**src/rtl/core/assert_macros.svh**
```systemverilog
// Assertion helpers used by area_interest_table_top.
`ifndef ASSERT_MACROS_SVH
`define ASSERT_MACROS_SVH
`ifndef SYNTH
`define AST_ALWAYS(lbl, expr) \
  lbl: assert property (@(posedge clk) disable iff (!rst_n) (expr)) \
    else $error("assertion failed");
`define AST_IMPLY(lbl, ante, cons) \
  lbl: assert property (@(posedge clk) disable iff (!rst_n) (ante) |-> (cons)) \
    else $error("assertion failed");
`define AST_NEXT(lbl, ante, cons) \
  lbl: assert property (@(posedge clk) disable iff (!rst_n) (ante) |=> (cons)) \
    else $error("assertion failed");
`else
`define AST_ALWAYS(lbl, expr)
`define AST_IMPLY(lbl, ante, cons)
`define AST_NEXT(lbl, ante, cons)
`endif
`endif

```
**src/rtl/core/ait_pkg.sv**
```systemverilog
`timescale 1ns / 1ps
package ait_pkg;

  localparam int TABLE_DEPTH = 32;
  localparam int COORD_BITS  = 16;
  localparam int MAX_MATCHES = 32;
  localparam int IDX_W       = (TABLE_DEPTH > 1) ? $clog2(TABLE_DEPTH) : 1;
  localparam int CNT_W       = 6;
  localparam int ID_W        = 32;
  localparam int REACH_W     = 8;
  localparam int UPD_W       = 32;
  localparam int ADDR_W      = 3;
  localparam int DATA_W      = 32;
  localparam int DIST_W      = COORD_BITS + 1;

  typedef enum logic [1:0] {
    OP_REGISTER = 2'd0,
    OP_QUERY    = 2'd1,
    OP_FIND     = 2'd2
  } opcode_t;

  typedef enum logic [2:0] {
    ST_UPDATED   = 3'd0,
    ST_INSERTED  = 3'd1,
    ST_FULL      = 3'd2,
    ST_FOUND     = 3'd3,
    ST_NOT_FOUND = 3'd4,
    ST_MATCH     = 3'd5,
    ST_DONE      = 3'd6
  } status_t;

  typedef enum logic {
    REG_CAPACITY  = 1'b0,
    REG_RECIPIENT = 1'b1
  } reg_sel_t;

  localparam int REG_SEL_BIT = 2;

  typedef struct packed {
    logic [ID_W-1:0]              id;
    logic signed [COORD_BITS-1:0] x;
    logic signed [COORD_BITS-1:0] y;
    logic [REACH_W-1:0]           reach;
    logic [UPD_W-1:0]             updates;
  } entry_t;

  typedef enum logic [2:0] {
    S_IDLE = 3'b001,
    S_SCAN = 3'b010,
    S_FIN  = 3'b100
  } state_t;

endpackage

```
**src/rtl/core/area_interest_table_top.sv**
```systemverilog
`timescale 1ns / 1ps
// Each transfer is scanned against the table one entry per cycle by a single comparator, except
// that a query holds on a match while the output is stalled. Register and find stop the scan at
// the first entry with the same node id. The input is ready again once the last result is loaded,
// so a new transfer is not taken before the last one is through.
// Reset clears the fill count and the output, and sets both limits to 32; entries are not cleared.
`include "assert_macros.svh"

module area_interest_table_top (
  input  logic                                  clk,
  input  logic                                  rst_n,
  input  logic                                  in_valid,
  output logic                                  in_stall,
  input  logic [1:0]                            in_opcode,
  input  logic [ait_pkg::ID_W-1:0]              in_node_id,
  input  logic signed [ait_pkg::COORD_BITS-1:0] in_cell_x,
  input  logic signed [ait_pkg::COORD_BITS-1:0] in_cell_y,
  input  logic [ait_pkg::REACH_W-1:0]           in_reach,
  output logic                                  out_valid,
  input  logic                                  out_stall,
  output logic [2:0]                            out_status,
  output logic [ait_pkg::ID_W-1:0]              out_match_id,
  output logic signed [ait_pkg::COORD_BITS-1:0] out_match_x,
  output logic signed [ait_pkg::COORD_BITS-1:0] out_match_y,
  output logic [ait_pkg::REACH_W-1:0]           out_match_reach,
  output logic [ait_pkg::UPD_W-1:0]             out_update_count,
  output logic [ait_pkg::CNT_W-1:0]             out_entry_count,
  output logic                                  out_last,
  input  logic                                  psel,
  input  logic                                  penable,
  input  logic                                  pwrite,
  input  logic [ait_pkg::ADDR_W-1:0]            paddr,
  input  logic [ait_pkg::DATA_W-1:0]            pwdata,
  output logic [ait_pkg::DATA_W-1:0]            prdata,
  output logic                                  pready
);

  ait_pkg::state_t                       state_r, state_nxt;
  ait_pkg::entry_t                       tbl_r [ait_pkg::TABLE_DEPTH];
  logic [ait_pkg::CNT_W-1:0]             fill_r, fill_nxt;
  logic [ait_pkg::CNT_W-1:0]             cap_r, cap_nxt;
  logic [ait_pkg::CNT_W-1:0]             limit_r, limit_nxt;
  logic [ait_pkg::CNT_W-1:0]             idx_r, idx_nxt;
  logic [ait_pkg::CNT_W-1:0]             nmatch_r, nmatch_nxt;
  logic [ait_pkg::IDX_W-1:0]             slot_r, slot_nxt;
  logic                                  found_r, found_nxt;
  logic [1:0]                            op_r, op_nxt;
  logic [ait_pkg::ID_W-1:0]              qid_r, qid_nxt;
  logic signed [ait_pkg::COORD_BITS-1:0] qx_r, qx_nxt;
  logic signed [ait_pkg::COORD_BITS-1:0] qy_r, qy_nxt;
  logic [ait_pkg::REACH_W-1:0]           qreach_r, qreach_nxt;

  logic                                  out_valid_r, out_valid_nxt;
  ait_pkg::status_t                      out_status_r, out_status_nxt;
  ait_pkg::entry_t                       out_entry_r, out_entry_nxt;
  logic [ait_pkg::CNT_W-1:0]             out_count_r, out_count_nxt;
  logic                                  out_last_r, out_last_nxt;

  logic                                  out_free;
  logic                                  out_load;
  logic                                  in_take;
  logic                                  cfg_wr;
  logic [ait_pkg::IDX_W-1:0]             rd_idx;
  ait_pkg::entry_t                       rd_entry;
  logic                                  wr_en;
  logic [ait_pkg::IDX_W-1:0]             wr_idx;
  ait_pkg::entry_t                       wr_entry;
  logic signed [ait_pkg::DIST_W-1:0]     dx, dy;
  logic [ait_pkg::DIST_W-1:0]            adx, ady;
  logic                                  covered;
  logic [ait_pkg::CNT_W-1:0]             cap_eff;
  logic [ait_pkg::CNT_W-1:0]             nmatch_inc;
  logic [ait_pkg::UPD_W-1:0]             upd_sat;

  assign in_stall  = (state_r != ait_pkg::S_IDLE);
  assign in_take   = in_valid && !in_stall;
  assign out_free  = !out_valid_r || !out_stall;
  assign pready    = 1'b1;
  assign cfg_wr    = psel && penable && pwrite;

  assign out_valid        = out_valid_r;
  assign out_status       = out_status_r;
  assign out_match_id     = out_entry_r.id;
  assign out_match_x      = out_entry_r.x;
  assign out_match_y      = out_entry_r.y;
  assign out_match_reach  = out_entry_r.reach;
  assign out_update_count = out_entry_r.updates;
  assign out_entry_count  = out_count_r;
  assign out_last         = out_last_r;

  always_comb begin
    case (ait_pkg::reg_sel_t'(paddr[ait_pkg::REG_SEL_BIT]))
      ait_pkg::REG_CAPACITY:  prdata = ait_pkg::DATA_W'(cap_r);
      ait_pkg::REG_RECIPIENT: prdata = ait_pkg::DATA_W'(limit_r);
      default:                prdata = '0;
    endcase
  end

  assign rd_idx   = (state_r == ait_pkg::S_FIN) ? slot_r : idx_r[ait_pkg::IDX_W-1:0];
  assign rd_entry = tbl_r[rd_idx];

  // The one compare unit: sender match and square coverage for the entry under the scan pointer.
  assign dx  = {qx_r[ait_pkg::COORD_BITS-1], qx_r} - {rd_entry.x[ait_pkg::COORD_BITS-1], rd_entry.x};
  assign dy  = {qy_r[ait_pkg::COORD_BITS-1], qy_r} - {rd_entry.y[ait_pkg::COORD_BITS-1], rd_entry.y};
  assign adx = dx[ait_pkg::DIST_W-1] ? ait_pkg::DIST_W'(-dx) : ait_pkg::DIST_W'(dx);
  assign ady = dy[ait_pkg::DIST_W-1] ? ait_pkg::DIST_W'(-dy) : ait_pkg::DIST_W'(dy);
  assign covered = (adx <= ait_pkg::DIST_W'(rd_entry.reach)) &&
                   (ady <= ait_pkg::DIST_W'(rd_entry.reach));

  assign cap_eff    = (cap_r > ait_pkg::CNT_W'(ait_pkg::TABLE_DEPTH)) ?
                      ait_pkg::CNT_W'(ait_pkg::TABLE_DEPTH) : cap_r;
  assign nmatch_inc = nmatch_r + 1'b1;
  assign upd_sat    = (&rd_entry.updates) ? rd_entry.updates : rd_entry.updates + 1'b1;

  always_comb begin
    cap_nxt   = cap_r;
    limit_nxt = limit_r;
    if (cfg_wr) begin
      case (ait_pkg::reg_sel_t'(paddr[ait_pkg::REG_SEL_BIT]))
        ait_pkg::REG_CAPACITY:  cap_nxt   = pwdata[ait_pkg::CNT_W-1:0];
        ait_pkg::REG_RECIPIENT: limit_nxt = pwdata[ait_pkg::CNT_W-1:0];
        default: begin
        end
      endcase
    end
  end

  always_comb begin
    state_nxt      = state_r;
    fill_nxt       = fill_r;
    idx_nxt        = idx_r;
    nmatch_nxt     = nmatch_r;
    slot_nxt       = slot_r;
    found_nxt      = found_r;
    op_nxt         = op_r;
    qid_nxt        = qid_r;
    qx_nxt         = qx_r;
    qy_nxt         = qy_r;
    qreach_nxt     = qreach_r;
    out_load       = 1'b0;
    out_status_nxt = out_status_r;
    out_entry_nxt  = out_entry_r;
    out_count_nxt  = out_count_r;
    out_last_nxt   = out_last_r;
    wr_en          = 1'b0;
    wr_idx         = slot_r;
    wr_entry       = rd_entry;

    case (state_r)
      ait_pkg::S_IDLE: begin
        if (in_take && (in_opcode inside {ait_pkg::OP_REGISTER, ait_pkg::OP_QUERY,
                                          ait_pkg::OP_FIND})) begin
          op_nxt     = in_opcode;
          qid_nxt    = in_node_id;
          qx_nxt     = in_cell_x;
          qy_nxt     = in_cell_y;
          qreach_nxt = in_reach;
          idx_nxt    = '0;
          nmatch_nxt = '0;
          found_nxt  = 1'b0;
          state_nxt  = ait_pkg::S_SCAN;
        end
      end

      ait_pkg::S_SCAN: begin
        if (idx_r >= fill_r) begin
          state_nxt = ait_pkg::S_FIN;
        end else if (op_r == ait_pkg::OP_QUERY) begin
          if (rd_entry.id != qid_r && covered) begin
            if (out_free) begin
              out_load       = 1'b1;
              out_status_nxt = ait_pkg::ST_MATCH;
              out_entry_nxt  = rd_entry;
              out_count_nxt  = fill_r;
              out_last_nxt   = 1'b0;
              nmatch_nxt     = nmatch_inc;
              if (nmatch_inc >= limit_r ||
                  nmatch_inc >= ait_pkg::CNT_W'(ait_pkg::MAX_MATCHES)) begin
                state_nxt = ait_pkg::S_FIN;
              end else begin
                idx_nxt = idx_r + 1'b1;
              end
            end
          end else begin
            idx_nxt = idx_r + 1'b1;
          end
        end else if (rd_entry.id == qid_r) begin
          found_nxt = 1'b1;
          slot_nxt  = idx_r[ait_pkg::IDX_W-1:0];
          state_nxt = ait_pkg::S_FIN;
        end else begin
          idx_nxt = idx_r + 1'b1;
        end
      end

      ait_pkg::S_FIN: begin
        if (out_free) begin
          out_load      = 1'b1;
          out_last_nxt  = 1'b1;
          out_entry_nxt = '0;
          out_count_nxt = fill_r;
          state_nxt     = ait_pkg::S_IDLE;
          case (op_r)
            ait_pkg::OP_QUERY: begin
              out_status_nxt = ait_pkg::ST_DONE;
            end
            ait_pkg::OP_FIND: begin
              if (found_r) begin
                out_status_nxt = ait_pkg::ST_FOUND;
                out_entry_nxt  = rd_entry;
              end else begin
                out_status_nxt = ait_pkg::ST_NOT_FOUND;
              end
            end
            default: begin
              if (found_r) begin
                wr_en            = 1'b1;
                wr_idx           = slot_r;
                wr_entry.id      = rd_entry.id;
                wr_entry.x       = qx_r;
                wr_entry.y       = qy_r;
                wr_entry.reach   = qreach_r;
                wr_entry.updates = upd_sat;
                out_status_nxt   = ait_pkg::ST_UPDATED;
                out_entry_nxt    = wr_entry;
              end else if (fill_r >= cap_eff) begin
                out_status_nxt = ait_pkg::ST_FULL;
              end else begin
                wr_en            = 1'b1;
                wr_idx           = fill_r[ait_pkg::IDX_W-1:0];
                wr_entry.id      = qid_r;
                wr_entry.x       = qx_r;
                wr_entry.y       = qy_r;
                wr_entry.reach   = qreach_r;
                wr_entry.updates = ait_pkg::UPD_W'(1);
                fill_nxt         = fill_r + 1'b1;
                out_status_nxt   = ait_pkg::ST_INSERTED;
                out_entry_nxt    = wr_entry;
                out_count_nxt    = fill_r + 1'b1;
              end
            end
          endcase
        end
      end

      default: begin
        state_nxt = ait_pkg::S_IDLE;
      end
    endcase
  end

  assign out_valid_nxt = out_load || (out_valid_r && out_stall);

  always_ff @(posedge clk) begin
    if (!rst_n) begin
      state_r     <= ait_pkg::S_IDLE;
      fill_r      <= '0;
      cap_r       <= ait_pkg::CNT_W'(32);
      limit_r     <= ait_pkg::CNT_W'(32);
      idx_r       <= '0;
      nmatch_r    <= '0;
      found_r     <= 1'b0;
      out_valid_r <= 1'b0;
    end else begin
      state_r     <= state_nxt;
      fill_r      <= fill_nxt;
      cap_r       <= cap_nxt;
      limit_r     <= limit_nxt;
      idx_r       <= idx_nxt;
      nmatch_r    <= nmatch_nxt;
      found_r     <= found_nxt;
      out_valid_r <= out_valid_nxt;
    end
  end

  always_ff @(posedge clk) begin
    slot_r       <= slot_nxt;
    op_r         <= op_nxt;
    qid_r        <= qid_nxt;
    qx_r         <= qx_nxt;
    qy_r         <= qy_nxt;
    qreach_r     <= qreach_nxt;
    out_status_r <= out_status_nxt;
    out_entry_r  <= out_entry_nxt;
    out_count_r  <= out_count_nxt;
    out_last_r   <= out_last_nxt;
    if (wr_en) begin
      tbl_r[wr_idx] <= wr_entry;
    end
  end

  `AST_ALWAYS(a_fill_bound, fill_r <= ait_pkg::CNT_W'(ait_pkg::TABLE_DEPTH))
  `AST_ALWAYS(a_no_overwrite, !(out_load && out_valid_r && out_stall))
  `AST_NEXT(a_fill_only_on_result, !out_load, $stable(fill_r))
  `AST_IMPLY(a_match_not_last, out_valid_r && out_status_r == ait_pkg::ST_MATCH, !out_last_r)
  `AST_ALWAYS(a_match_bound, nmatch_r <= ait_pkg::CNT_W'(ait_pkg::MAX_MATCHES))

endmodule

```
**config.mk**
```make
export PLATFORM = sky130hd
export DESIGN_NAME = area_interest_table_top
export DESIGN_NICKNAME = d
export VERILOG_FILES = /design/src/rtl/core/ait_pkg.sv /design/src/rtl/core/area_interest_table_top.sv
export VERILOG_INCLUDE_DIRS = /design/src /design/src/rtl/core
export SDC_FILE = /design/constraint.sdc
export NUM_CORES = 2
export LEC_CHECK = 0
export BUFFER_PORTS_ARGS = -buffer_cell sky130_fd_sc_hd__buf_2
export CORE_ASPECT_RATIO = 1.75
export CORE_MARGIN = 2
export CORE_UTILIZATION = 55
export DETAILED_ROUTE_END_ITERATION = 8
export GPL_ROUTABILITY_DRIVEN = 0
export GPL_TIMING_DRIVEN = 0
export PLACE_DENSITY_LB_ADDON = 0.08
export SYNTH_ARGS = -nofsm -noshare
export SYNTH_HDL_FRONTEND = slang
export SYNTH_SLANG_ARGS = --single-unit
```
**constraint.sdc**
```tcl
create_clock -name clk -period 13.93 [get_ports clk]
set_input_delay 2.0895 -clock clk [delete_from_list [all_inputs] [get_ports clk]]
set_output_delay 2.0895 -clock clk [all_outputs]
set_load 0.01 [all_outputs]
```
==> impl_metrics.ini <==
[outcome]
status = finished, violations left
failed_checks = capacitance limit, slew limit

[cts]
holdBufCountCts = 0
cts.reportedPaths.clkPinSlew_ns = 0.06
cts.htree.levels = 5
ctsLongestPathBuffers = 4
tritoncts_clock_tree = built
cts_made_buffers = 318
clockRootBuffer = clkbuf_16
clock_latency_on_the_worst_skew_pair_ns = 0.93
cts_sinks = 3556

[sta]
fmaxAchievable_ghz = 0.07237
min_period_ns = 13.82
transition_time_of_the_tightest_slew_check_pin_ns = 1.720
final-hold-violation-count = 0
final.setup.tns_ns = 0
layout_worst_path_cycle_share_pct = 99.20
clock-skew-final_ns = 0.07438
max-slew-margin-rel_pct = -14.67
timing_max_transition_violations_final = 79
setup_viol = 0

[power]
p_per_area_mw_per_mm2 = 156.0
total_leakage_power_nw = 58.71
comb_power_share_pct = 20.0
swShare_pct = 29.93
power_frac_seq_pct = 47.2
p_int_mw = 18.62
p_clk_share_pct = 32.8
p_sw_mw = 7.952
ir_drop_v = 0.0001066

[logic_synthesis]
postSynthAreaPerCell_um2 = 13.13
synthArstFlopShare_pct = 0
yosys.area.top_type = edfxtp_1
synthesis.instances = 11230
synth_top_area_share_pct = 71.72
yosys.cell_types.count = 103
ys_warn_count = 0
synth.yosys.seq_area_share_pct = 72.19
number_of_flops_mapped_to_enable_cells_by_yosys = 3521
yosys_most_used_dff = edfxtp_1
post_synth_instance_area_mm2 = 0.1474
synth_top_cells_by_area = edfxtp_1 (72%), nand2_1 (7.1%), nand3_1 (4.3%)
synth_seq_cells = 3556

[worst_setup_path]
worst_ep_required_time_ns = 14.54
reg2reg_slack_ns = 0.11
cp_max_fo = 23
reg2reg_depth = 51
rr_endpoint = out_update_count[17]$_DFFE_PP_
setup.worst_path.end_class = register
critical_path.reg2reg.startpoint = slot_r[2]$_DFFE_PP_
critPathArrivalTime_ns = 14.43
critPathKind = register to register
cpPeakStageDelay_ns = 0.49
critPathLaunchType = register
crit_path_frequent_cell = a21oi_1
worst_path_max_delay_cell = buf_2

[layout]
seq_area_mm2 = 0.1064
multiInputGateArea_mm2 = 0.03811
area.growth.synth_to_final_pct = 15.54
final_util_pct = 63.81
fillerInstances = 19890
nets = 12260
drive_above_1_share_pct = 12.83

[floorplan]
fp-row-count = 251
die_height_um = 688.9
top_level_ports = 265
start_util_pct = 55.23
die_footprint_mm2 = 0.2724
die_w_um = 395.4
core_region_area_mm2 = 0.2669

[routing]
firstDrtPassIters = 9
routed_wire_length_um = 587800
via_per_inst = 6.878
detailedRoute.firstIterationViolations = 18430
ant_nets = 0
post-route-drc-count = 0
routed_wire_length_per_instance_um = 37.03
via_count = 109200

[hold_path]
holdPathStages = 2
min_to = idx_r[5]$_SDFFE_PN0P_
hold_start = idx_r[5]$_SDFFE_PN0P_
hold_path_class = register to register

[run]
max-cap-violations = 11

[global_route]
gr-total-overflow = 0
grt_start_max_net_pins = 46
first_global_vias = 103900
grt_first_pass_wirelength_um = 794600
grt_antenna_before_repair = 35
grtUsageTotal_pct = 42.29

[place]
placement.io_buffers = 208
hpwl_um = 410100
-- stage by stage --
| stage | hold slack (ns) | std cells | cell area (µm²) | total power, mW | worst slack (ns) |
|---|---|---|---|---|---|
| after floorplan | 0.4471 | 11250 | 147500 | 15.49 | 1.149 |
| after global placement | 0.4678 | 15000 | 153000 | 17.48 | -9.416 |
| after detailed placement | 0.4820 | 15300 | 160000 | 17.80 | -3.688 |
| after CTS | 0.4953 | 15850 | 170100 | 26.28 | 0.007828 |
| after global routing | 0.5076 | 15850 | 170300 | 27.08 | -0.03375 |
| final | 0.4924 | 15870 | 170300 | 26.57 | 0.1116 |
-- per-layer routing --
| metal | vias up | global-route usage, % | part of all wire [%] |
|---|---|---|---|
| met2 | 9407 | 66.84 | 45 |
| met5 | - | 0 | 0.027 |
| li1 | 43650 | - | - |
| met4 | 20 | 36.44 | 11 |
| met3 | 2801 | 11.04 | 13 |
| met1 | 53310 | 47.85 | 31 |
-- power groups by stage --
stage	combinational (mW)	sequential, mW	clock (mW)
2_1_floorplan	2.72	12.8	0
3_3_place_gp	4.64	12.8	0
3_5_place_dp	5.04	12.8	0
4_1_cts	5.08	12.5	8.67
5_1_grt	5.48	12.5	9.08
6_report	5.32	12.5	8.72
-- sequential cells by signal, summed over array words and instances (netlist names), 8 cells and up --
register	cells
out_match_x	16
qid_r	32
qx_r	16
out_match_id	32
qreach_r	8
out_match_reach	8
out_update_count	32
tbl_r	3328
qy_r	16
out_match_y	16
-- worst max path at each step --
stage                       startpoint                             end  slack [ns]
5_1_grt        state_r[2]$_SDFFE_PN0P_   out_update_count[3]$_DFFE_PP_       -0.03
3_5_place_dp       slot_r[1]$_DFFE_PP_  out_update_count[11]$_DFFE_PP_       -3.69
3_3_place_gp   state_r[2]$_SDFFE_PN0P_    out_match_reach[5]$_DFFE_PP_       -9.42
2_1_floorplan      slot_r[0]$_DFFE_PP_    out_entry_count[0]$_DFFE_PP_        1.15
6_report           slot_r[2]$_DFFE_PP_  out_update_count[17]$_DFFE_PP_        0.11
4_1_cts            slot_r[1]$_DFFE_PP_  out_update_count[17]$_DFFE_PP_       0.008
-- cell usage after synthesis (21+ instances only) --
library cell,instances
a211oi_1,236
a21o_1,29
a21oi_1,213
a22o_1,33
a311oi_1,380
a31oi_1,122
a32oi_1,70
and3_1,132
buf_1,70
buf_2,181
buf_4,70
clkbuf_1,445
dfxtp_1,35
edfxtp_1,3521
ha_1,70
inv_1,161
mux2_2,21
mux2i_1,370
nand2_1,2796
nand2b_1,27
nand3_1,1262
nand4_1,60
nor2_1,262
nor2b_1,28
nor3_1,38
o21ai_0,128
o22ai_1,57
xnor2_1,67
xor2_1,35
-- timing repair --
action / CTS / global route
gates resized for setup: 97 / 124
buffers inserted: 2 / 2
setup endpoints to repair: 129 / 127
pin swaps: 1 / 2
-- cell families (layout without fill, tap and decap cells) --
kind of cell	count (synthesis)	after routing	share of synthesized area, %
buffers and inverters	935	1990	2.748
multiplexers	401	401	2.818
flip-flops	3556	3556	72.19
XOR/XNOR	102	102	0.6060
other	2	52	0.005094
AND/OR/NAND/NOR	4716	4716	13.82
AO/OA/AOI/OAI	1441	1441	7.183
adder cells (fa/ha/maj)	73	73	0.6280
-- layout make-up --
cell class                      count  area share [%]
Multi-Input combinational cell   6760           22.38
Clock inverter                    163          0.8381
Antenna cell                       25         0.03673
Inverter                          162          0.3570
Tap cell                         3542           2.602
Buffer                            762           2.139
Clock buffer                      388           4.963
Timing Repair Buffer              515           4.207
Sequential cell                  3556           62.48
-- worst max-delay path: cells and delay by family (launching register included) --
| family | cells | cell delay (ns) |
|---|---|---|
| AO/OA/AOI/OAI | 19 | 3.94 |
| buffers and inverters | 18 | 6.06 |
| adder cells (fa/ha/maj) | 2 | 0.64 |
| flip-flops | 1 | 0.42 |
| AND/OR/NAND/NOR | 12 | 2.28 |
-- cells in the final DEF, fill, tap and decap left out, types with 36 or more instances in the layout --
cell	netlist	routed
a31oi_1	122	119
inv_1	161	161
a21oi_1	213	150
buf_4	70	77
nor2_1	262	202
a21oi_2	1	41
ha_1	70	69
nand4_1	60	60
o22ai_1	57	43
a32oi_1	70	70
buf_8	0	54
a311oi_1	380	375
nand3_1	1262	1262
clkbuf_2	0	101
clkinv_1	0	53
and3_1	132	132
nor3_1	38	36
nand2_1	2796	2796
clkinv_2	0	61
buf_12	0	180
a211oi_1	236	235
buf_1	70	53
o21ai_0	128	117
buf_16	0	56
edfxtp_1	3521	3521
xnor2_1	67	67
clkbuf_1	445	392
mux2i_1	370	367
buf_2	181	380
clkbuf_16	0	329
Note: power is estimated with default switching activity, not from simulation.
